### config.mk
export PLATFORM = sky130hd
export DESIGN_NAME = line_edit_buffer_top
export DESIGN_NICKNAME = d
export VERILOG_FILES = /design/src/sv/leb_pkg.sv /design/src/sv/leb_ctrl.sv /design/src/sv/leb_datapath.sv /design/src/sv/line_edit_buffer_top.sv
export SDC_FILE = /design/constraint.sdc
export NUM_CORES = 1
export LEC_CHECK = 0
export BUFFER_PORTS_ARGS = -buffer_cell sky130_fd_sc_hd__buf_4
export CORE_UTILIZATION = 60
export DETAILED_ROUTE_END_ITERATION = 10
export PLACE_DENSITY = 0.74
export SLEW_MARGIN = 15
export SYNTH_ARGS = -nofsm -noshare
export SYNTH_HDL_FRONTEND = slang
export SYNTH_HIERARCHICAL = 1
export SYNTH_SLANG_ARGS = --single-unit
### constraint.sdc
create_clock -name clk -period 3.9 [get_ports clk]
set_input_delay 0.195 -clock clk [delete_from_list [all_inputs] [get_ports clk]]
set_output_delay 0.195 -clock clk [all_outputs]
set_load 0.01 [all_outputs]
### src/sv/leb_pkg.sv
// leb_pkg: shared types and constants of the line edit buffer
// used by leb_ctrl, leb_datapath, line_edit_buffer_top and leb_checker
// no dependencies
package leb_pkg;

  // store geometry
  localparam int LINE_DEPTH = 63;
  localparam int ADDR_W     = $clog2(LINE_DEPTH);
  localparam int CNT_W      = $clog2(LINE_DEPTH + 1);

  // character codes
  localparam logic [7:0] NEWLINE_CODE     = 8'd10;
  localparam logic [7:0] ERASE_CODE_RESET = 8'd35;
  localparam logic [7:0] KILL_CODE_RESET  = 8'd64;

  // configuration register map
  localparam int CFG_IDX_W  = 1;
  localparam int CFG_DATA_W = 8;
  localparam logic [CFG_IDX_W-1:0] CFG_ERASE_CODE = 1'b0;
  localparam logic [CFG_IDX_W-1:0] CFG_KILL_CODE  = 1'b1;

  // input word
  typedef struct packed {
    logic [7:0] char_code;
    logic       end_of_stream;
  } leb_in_t;

  // output word
  typedef struct packed {
    logic [7:0] out_char;
    logic       last_of_line;
    logic       line_overflowed;
  } leb_out_t;

  // controller to datapath commands
  typedef struct packed {
    logic take;       // input word accepted this cycle
    logic read;       // read the store at the read pointer
    logic send_char;  // load the fetched character into the output register
    logic send_nl;    // load the closing newline and clear the line
  } leb_cmd_t;

  // datapath to controller status
  typedef struct packed {
    logic emit_req;   // the presented word ends a line
    logic idx_done;   // every stored character has been sent
    logic slot_free;  // output register can take a word this cycle
  } leb_stat_t;

endpackage

### src/sv/leb_ctrl.sv
// leb_ctrl: sequencer of the line edit buffer
// takes input words while idle, then steps through a line flush: store read, character send, closing newline
// depends on leb_pkg
module leb_ctrl import leb_pkg::*; (
  input  logic      clk,
  input  logic      rst_n,
  input  logic      in_valid,
  output logic      in_ready,
  input  leb_stat_t stat,
  output leb_cmd_t  cmd
);

  typedef enum logic [1:0] {
    S_IDLE,
    S_LOAD,
    S_SEND
  } state_t;

  state_t state_r;
  state_t state_nxt;

  // next state and commands
  always_comb begin
    state_nxt     = state_r;
    in_ready      = 1'b0;
    cmd           = '0;
    unique case (state_r)
      S_IDLE: begin
        in_ready = 1'b1;
        cmd.take = in_valid;
        if (in_valid && stat.emit_req) begin
          state_nxt = S_LOAD;
        end
      end
      S_LOAD: begin
        if (!stat.idx_done) begin
          cmd.read  = 1'b1;
          state_nxt = S_SEND;
        end else if (stat.slot_free) begin
          cmd.send_nl = 1'b1;
          state_nxt   = S_IDLE;
        end
      end
      S_SEND: begin
        if (stat.slot_free) begin
          cmd.send_char = 1'b1;
          state_nxt     = S_LOAD;
        end
      end
      default: begin
        state_nxt = S_IDLE;
      end
    endcase
  end

  // state register
  always_ff @(posedge clk) begin
    if (!rst_n) begin
      state_r <= S_IDLE;
    end else begin
      state_r <= state_nxt;
    end
  end

endmodule

### src/sv/leb_datapath.sv
// leb_datapath: line store, fill count, line flags, config and output register
// acts on leb_ctrl commands and reports status back
// depends on leb_pkg
module leb_datapath import leb_pkg::*; (
  input  logic                  clk,
  input  logic                  rst_n,
  input  logic                  cfg_we,
  input  logic [CFG_IDX_W-1:0]  cfg_index,
  input  logic [CFG_DATA_W-1:0] cfg_wdata,
  input  leb_in_t               in_data,
  input  leb_cmd_t              cmd,
  output leb_stat_t             stat,
  output logic                  out_valid,
  input  logic                  out_ready,
  output leb_out_t              out_data
);

  logic [7:0]       erase_code_r;
  logic [7:0]       kill_code_r;
  logic [7:0]       store_mem [LINE_DEPTH];
  logic [CNT_W-1:0] fill_r;
  logic [CNT_W-1:0] rd_idx_r;
  logic             started_r;
  logic             ovf_r;
  logic [7:0]       rd_data_r;
  logic             out_valid_r;
  leb_out_t         out_data_r;
  logic             is_nl;
  logic             do_edit;
  logic             do_push;

  // decode of the presented word
  assign is_nl   = (in_data.char_code == NEWLINE_CODE);
  assign do_edit = cmd.take && !in_data.end_of_stream && !is_nl;
  assign do_push = do_edit && (in_data.char_code != erase_code_r)
                   && (in_data.char_code != kill_code_r)
                   && (fill_r < CNT_W'(LINE_DEPTH));

  // status
  assign stat.emit_req  = in_data.end_of_stream ? started_r : is_nl;
  assign stat.idx_done  = (rd_idx_r == fill_r);
  assign stat.slot_free = !out_valid_r || out_ready;

  // configuration registers
  always_ff @(posedge clk) begin
    if (!rst_n) begin
      erase_code_r <= ERASE_CODE_RESET;
      kill_code_r  <= KILL_CODE_RESET;
    end else if (cfg_we) begin
      if (cfg_index == CFG_ERASE_CODE) begin
        erase_code_r <= cfg_wdata[7:0];
      end
      if (cfg_index == CFG_KILL_CODE) begin
        kill_code_r <= cfg_wdata[7:0];
      end
    end
  end

  // line store write and registered read
  always_ff @(posedge clk) begin
    if (do_push) begin
      store_mem[fill_r[ADDR_W-1:0]] <= in_data.char_code;
    end
    if (cmd.read) begin
      rd_data_r <= store_mem[rd_idx_r[ADDR_W-1:0]];
    end
  end

  // fill count, read pointer and line flags
  always_ff @(posedge clk) begin
    if (!rst_n) begin
      fill_r    <= '0;
      rd_idx_r  <= '0;
      started_r <= 1'b0;
      ovf_r     <= 1'b0;
    end else if (cmd.send_nl) begin
      fill_r    <= '0;
      rd_idx_r  <= '0;
      started_r <= 1'b0;
      ovf_r     <= 1'b0;
    end else begin
      if (cmd.send_char) begin
        rd_idx_r <= rd_idx_r + CNT_W'(1);
      end
      if (do_edit) begin
        started_r <= 1'b1;
        priority if (in_data.char_code == erase_code_r) begin
          if (fill_r != '0) begin
            fill_r <= fill_r - CNT_W'(1);
          end
        end else if (in_data.char_code == kill_code_r) begin
          fill_r <= '0;
        end else if (do_push) begin
          fill_r <= fill_r + CNT_W'(1);
        end else begin
          ovf_r <= 1'b1;
        end
      end
    end
  end

  // output register valid
  always_ff @(posedge clk) begin
    if (!rst_n) begin
      out_valid_r <= 1'b0;
    end else if (cmd.send_char || cmd.send_nl) begin
      out_valid_r <= 1'b1;
    end else if (out_ready) begin
      out_valid_r <= 1'b0;
    end
  end

  // output register payload
  always_ff @(posedge clk) begin
    if (cmd.send_char) begin
      out_data_r.out_char        <= rd_data_r;
      out_data_r.last_of_line    <= 1'b0;
      out_data_r.line_overflowed <= ovf_r;
    end else if (cmd.send_nl) begin
      out_data_r.out_char        <= NEWLINE_CODE;
      out_data_r.last_of_line    <= 1'b1;
      out_data_r.line_overflowed <= ovf_r;
    end
  end

  assign out_valid = out_valid_r;
  assign out_data  = out_data_r;

endmodule

### src/sv/line_edit_buffer_top.sv
// line_edit_buffer_top: line editor with erase and kill over a bounded line store
// joins leb_ctrl and leb_datapath
// depends on leb_pkg
//
//   channel  direction  handshake          word
//   in_      input      in_valid/in_ready  leb_in_t: char_code, end_of_stream
//   out_     output     out_valid/out_ready leb_out_t: out_char, last_of_line,
//                                           line_overflowed
//   cfg_     input      cfg_we             cfg_index, cfg_wdata (erase, kill codes)
//
// an ordinary character, erase, kill or an end of stream on an unstarted line
// leaves in_ready high, and the next word can be taken in the following cycle
// a line end is taken, then each stored character gets a registered store read, then an
// output register load, and the closing newline is loaded last; in_ready stays low from
// the line end until the closing newline is loaded
// a stalled output holds the flush at the output register
// reset is synchronous, active low; the line store itself is not cleared
module line_edit_buffer_top import leb_pkg::*; (
  input  logic                  clk,
  input  logic                  rst_n,
  input  logic                  cfg_we,
  input  logic [CFG_IDX_W-1:0]  cfg_index,
  input  logic [CFG_DATA_W-1:0] cfg_wdata,
  input  logic                  in_valid,
  output logic                  in_ready,
  input  leb_in_t               in_data,
  output logic                  out_valid,
  input  logic                  out_ready,
  output leb_out_t              out_data
);

  leb_cmd_t  cmd;
  leb_stat_t stat;

  // sequencer
  leb_ctrl u_ctrl (
    .clk      (clk),
    .rst_n    (rst_n),
    .in_valid (in_valid),
    .in_ready (in_ready),
    .stat     (stat),
    .cmd      (cmd)
  );

  // store and output register
  leb_datapath u_dp (
    .clk       (clk),
    .rst_n     (rst_n),
    .cfg_we    (cfg_we),
    .cfg_index (cfg_index),
    .cfg_wdata (cfg_wdata),
    .in_data   (in_data),
    .cmd       (cmd),
    .stat      (stat),
    .out_valid (out_valid),
    .out_ready (out_ready),
    .out_data  (out_data)
  );

endmodule

* After elaboration in Yosys (flattened, before gate mapping)
Memory sizes are Yosys's and may differ from the RTL's. A register that Yosys moved wholly into a read port is not among the register bits.
Index checks and enable logic that the tools add are counted.
** Word-level totals
- Register bits :: 43
- Latch bits :: 0
- Memory bits (writable) :: 504
- ROM bits :: 0
- Input bits :: 23
- Output and inout bits :: 12
- Logic and storage cells :: 79
- Memories kept :: 1
** Memory list
- u_dp.store_mem :: depth 63, bits a word 8, read ports 1, clocked after memory_dff 1, write ports 1, line leb_datapath.sv:20 : logic [7:0] store_mem [LINE_DEPTH];
** Cells by class
- Add/sub/neg operators :: 3
- Multiply operators :: 0
- Divide/modulo/power cells :: 0
- $lt $le $gt $ge :: 1
- Equality and inequality tests :: 12
- Shift operators :: 0
- Mux-type cells :: 24
- Bitwise gates (word level) :: 5
- Reduce and logical (&&, ||, !) cells :: 22
** Operators with widths (number)
- 2-to-1 mux 6 bit :: 4
- 2-to-1 mux 10 bit :: 2
- equality test 8 bit :: 2
- inequality test 8 bit :: 2
- 2-to-1 mux 1 bit :: 13
- adder 6 x 1 -> 6 bit, second input constant :: 2
- equality test 8 x 4 -> 1 bit, second input constant :: 1
- 2-to-1 mux 2 bit :: 4
- equality test 6 bit :: 1
- logical AND 1 bit :: 6
- less-than comparator 6 bit, second input constant :: 1
- case mux 2 bit (3 select lines) :: 1
- AND reduction 3 bit :: 2
- nonzero test 6 bit :: 1
- subtractor 6 x 1 -> 6 bit, second input constant :: 1
- NOT 1 bit :: 5
- inequality test 2 bit, second input constant :: 2
- AND reduction 2 bit :: 2
- AND reduction 4 bit :: 1
- nonzero test 2 bit :: 2
- logical NOT 1 bit :: 3
- inequality test 3 bit, second input constant :: 1
- nonzero test 3 bit :: 1
- equality test 2 x 1 -> 1 bit, second input constant :: 1
- 5 further kinds :: 6

* Longest topological paths before layout
- Depth in word-level cells :: 10
- Gate-level depth with buffers :: 12
- Gate-level depth less buffers :: 8

* Modules after synthesis
The synthesis kept the hierarchy.
** Modules (own cells, without submodules)
- leb_datapath :: times used 1, cells each 1148, area each 22039.9 um^2, sequential area each 16285.6 um^2
- leb_ctrl :: times used 1, cells each 13, area each 130.1 um^2, sequential area each 40.0 um^2

* Worst setup path after synthesis
OpenSTA, ideal clock, no wires.
- Path type :: register to register
- From :: register u_dp.rd_idx_r[3]
- To :: register u_dp.fill_r[0]
- Library setup time :: 128 ps
- Data arrival time :: 2506 ps
- Required time :: 3772 ps
- Setup slack :: 1266 ps
- Cell stages (with the launch flop) :: 11
- Path buffers :: 4
- Period minus slack after synthesis :: 2634 ps
- Cells stage by stage :: dfxtp_1 -> clkbuf_1 -> clkbuf_1 -> clkbuf_1 -> xnor2_1 -> nand4_1 -> nor3_1 -> and4b_1 -> nand2b_1 -> clkbuf_1 -> nor2_1
** RTL lines
- start: declaration :: line leb_datapath.sv:22 : logic [CNT_W-1:0] rd_idx_r;
- start signal: assignment :: line leb_datapath.sv:83 : rd_idx_r <= rd_idx_r + CNT_W'(1);
- end signal: assignment :: line leb_datapath.sv:89 : fill_r <= fill_r - CNT_W'(1);
- end signal: assignment :: line leb_datapath.sv:94 : fill_r <= fill_r + CNT_W'(1);
- end: declaration :: line leb_datapath.sv:21 : logic [CNT_W-1:0] fill_r;

==> metrics.yaml <==
outcome: "finished clean"
cts_tree: "yes"
cts_sinks: 555
worst_slack_ns: 0.700
period_share_pct: 82.0
grt_pass1_wl_um: 74900
reg2reg_from: "u_ctrl/state_r[0]"
start_util_pct: 60.7
seq_power_share_pct: 55.8
vias_per_cell: 6.56
ff_latch_area_um2: 16300
clock_path_buffers: 3
drt-initial-drc-count: 1344
layout-drive-gt1-share_pct: 24.2
yosys.area.top_type: "edfxtp_1"
clkPwrFrac_pct: 41.6
yosys-top-cells-area: "edfxtp_1 (71%), mux4_2 (14%), dfxtp_1 (3.1%), nor2_1 (1.5%), mux2i_1 (1.3%)"
fin_area_um2: 25000
worstHoldPathCells: 3
p_per_area_nw_per_um2: 469
num_vias: 11600
firstDrtPassIters: 5
dpl_cell_area_um2: 23100
critical_path_peak_fanout: 8
tightestPinTransition_ns: 0.935
critPathKind: "reg -> reg"
fin_tns_setup_ns: 0
finalNonFillerCells: 1774
ff2ff_path_depth: 9
arrival_ns: 3.48
wl_um: 50400
peakVddDrop_uv: 350
syn_to_final_growth_pct: 13.0
dieArea_um2: 37700
hold_viol: 0
start_kind: "register"
synth_area_um2: 22200
syn-num-nets: 1188
yosysMostFrequentCell: "edfxtp_1"
worstPathRequired_ns: 4.18
place_ws_ns: 0.764
ys_ff_latch: 555
n_fill_cell: 2254
min_from: "out_ready"
dpl.hpwl_um: 30700
synth_enable_flop_cells: 521
fp.coreArea_um2: 36500
leakage_uw: 0.00778
rsz0062_at_grt: "no"
synth_commonest_cells: "edfxtp_1 (521), mux4_2 (133), nor2_1 (86)"
final-setup-viol-count: 0
grt_antenna_before_repair: 2
multiInputGateArea_um2: 5440
wire_per_inst_um: 28.4
ys.warnings.count: 6
ys_seq_area_share_pct: 73.6
grt_pass1_vias: 11400
regToRegSetupSlack_ns: 0.70
grt_max_degree: 64
maxSlewHeadroom_pct: 37.5
p_sw_share_pct: 19.9
ys_types: 64
drv_slew: 0
fmax_mhz: 313
switchingPower_uw: 2330
fp.dieH_um: 194
insertion_delay_ns: 0.57
grt-ovfl-total: 0
syn_area_per_cell_um2: 19.1
fin_nets: 1290
synth_top_flop_cell: "edfxtp_1"
place.gp.congestion: 0.841
die_w_um: 194
cts_made_buffers: 52
drtAntennaViolNets: 0
clk_pin_slew_worst_paths_ns: 0.06
worstReg2RegEnd: "u_dp/store_mem[27][0]"
pwr-share-comb_pct: 2.6
whs_endpoint: "u_dp/out_valid"
cts_root_buffer: "clkbuf_16"
worstSetupEndpointType: "register"
syn_inst: 1161
track_usage_pct: 27.6
drv_cap: 0
dp_cells: 1650
portBuffers: 34
hp-class: "in -> reg"
period_minus_slack_ns: 3.20
htree_levels: 2
synth_top_area_share_pct: 70.6
post-route-drc-count: 0
p_int_uw: 9410
num_io_pins: 35
synth-async-reset-ratio_pct: 0
row_count: 70
finClkSkew_ns: 0.0121
## area by class of cell
cell class,count,area share [%]
antenna,3,0.0300
clock buffer,62,5.51
clock inverter,32,1.05
inverter,6,0.0899
multi-input combinational,532,21.7
sequential,555,65.2
tap,468,2.34
timing repair buffer,116,4.05
## worst max path at each step
stage / start / end / slack [ns] / cells past startpoint
2_1_floorplan: u_dp/rd_idx_r[3] / u_dp/fill_r[0] / 1.27 / 10
3_3_place_gp: u_ctrl/state_r[0] / u_dp/store_mem[27][7] / 0.86 / 9
3_5_place_dp: u_ctrl/state_r[0] / u_dp/store_mem[27][3] / 0.76 / 9
4_1_cts: u_ctrl/state_r[0] / u_dp/store_mem[27][3] / 0.75 / 9
5_1_grt: u_ctrl/state_r[0] / u_dp/store_mem[18][0] / 0.54 / 7
6_report: u_ctrl/state_r[0] / u_dp/store_mem[27][0] / 0.70 / 9
## logic make-up (layout without fill, tap and decap cells)
| kind of cell | after synthesis | count (layout) | share of synthesized area [%] |
|---|---|---|---|
| other | 0 | 3 | 0 |
| muxes | 165 | 165 | 15.0 |
| adders and majority gates | 4 | 4 | 0.226 |
| DFF | 555 | 555 | 73.6 |
| AOI/OAI and AO/OA | 88 | 88 | 2.78 |
| and+or+nand+nor | 249 | 249 | 5.52 |
| buffers and inverters | 74 | 216 | 1.83 |
| xor gates and xnor gates | 26 | 26 | 1.03 |
## critical path, cell delays in order (launching register included)
cell      delay [ns]
dfxtp_1         0.35
nor2_1          0.14
and2_1          0.14
nand2b_1        0.05
a21oi_1         0.31
nand3_1         0.16
nor3_1          0.67
nand3b_1        0.45
nor2_1          0.42
buf_4           0.22
## per-stage QoR
| step | hold slack [ns] | total power [µW] | utilization (%) |
|---|---|---|---|
| after floorplan | 0.294 | 6780 | - |
| after global placement | 0.423 | 6950 | 63.3 |
| after detailed placement | 0.432 | 6960 | 63.3 |
| after CTS | 0.0172 | 11800 | 68.6 |
| after global routing | 0.0579 | 12100 | 68.6 |
| final | 0.0561 | 11700 | 68.6 |
## timing repair
item / in CTS / in global routing
buffers inserted: 0 / 0
hold buffers: 27 / 0
endpoints found under the hold margin: 39 / 0
endpoints found under the setup margin: 0 / 0
resized for setup: 0 / 0
## cell usage in the layout, fill, tap and decap left out, types with 6 or more instances in the layout
cell type	count
mux4_2	133
xnor2_1	13
a211oi_1	16
buf_12	6
nor3_1	6
a21oi_1	14
a22oi_1	8
nand2b_1	8
clkinv_2	12
dfxtp_1	30
mux2i_1	28
nor2b_1	10
clkinv_1	12
nand2_1	56
xor2_1	13
nor2_1	86
clkbuf_1	7
and2_1	15
nand3_1	31
nand4_1	6
dlygate4sd3_1	27
edfxtp_1	521
a21boi_0	13
o21ai_0	11
clkbuf_16	53
buf_4	83
## power groups by stage
stage | combinational, µW | sequential, µW | clock (µW)
after floorplan | 112 | 6670 | 0
after global placement | 279 | 6680 | 0
after detailed placement | 285 | 6680 | 0
after CTS | 308 | 6550 | 4950
after global routing | 330 | 6550 | 5170
final | 309 | 6550 | 4880
## per-layer routing
metal / part of all wire (%) / wire length, µm / GRT usage, %
met5: 0 / 0 / 0
met3: 9.3 / 4710 / 5.62
met2: 48 / 24200 / 43.0
met1: 39 / 19900 / 39.6
met4: 3.2 / 1620 / 9.70
## registers in the layout, summed over array words and instances, names as in the netlist
signal and cells:
u_dp/out_data 10, u_dp/rd_idx_r 6, u_dp/erase_code_r 8, u_dp/rd_data_r 8
u_dp/fill_r 6, u_dp/store_mem 504, u_dp/started_r 1, u_dp/kill_code_r 8
u_dp/out_valid 1, u_dp/ovf_r 1, u_ctrl/state_r 2
Note: power is estimated with default switching activity, not from simulation.
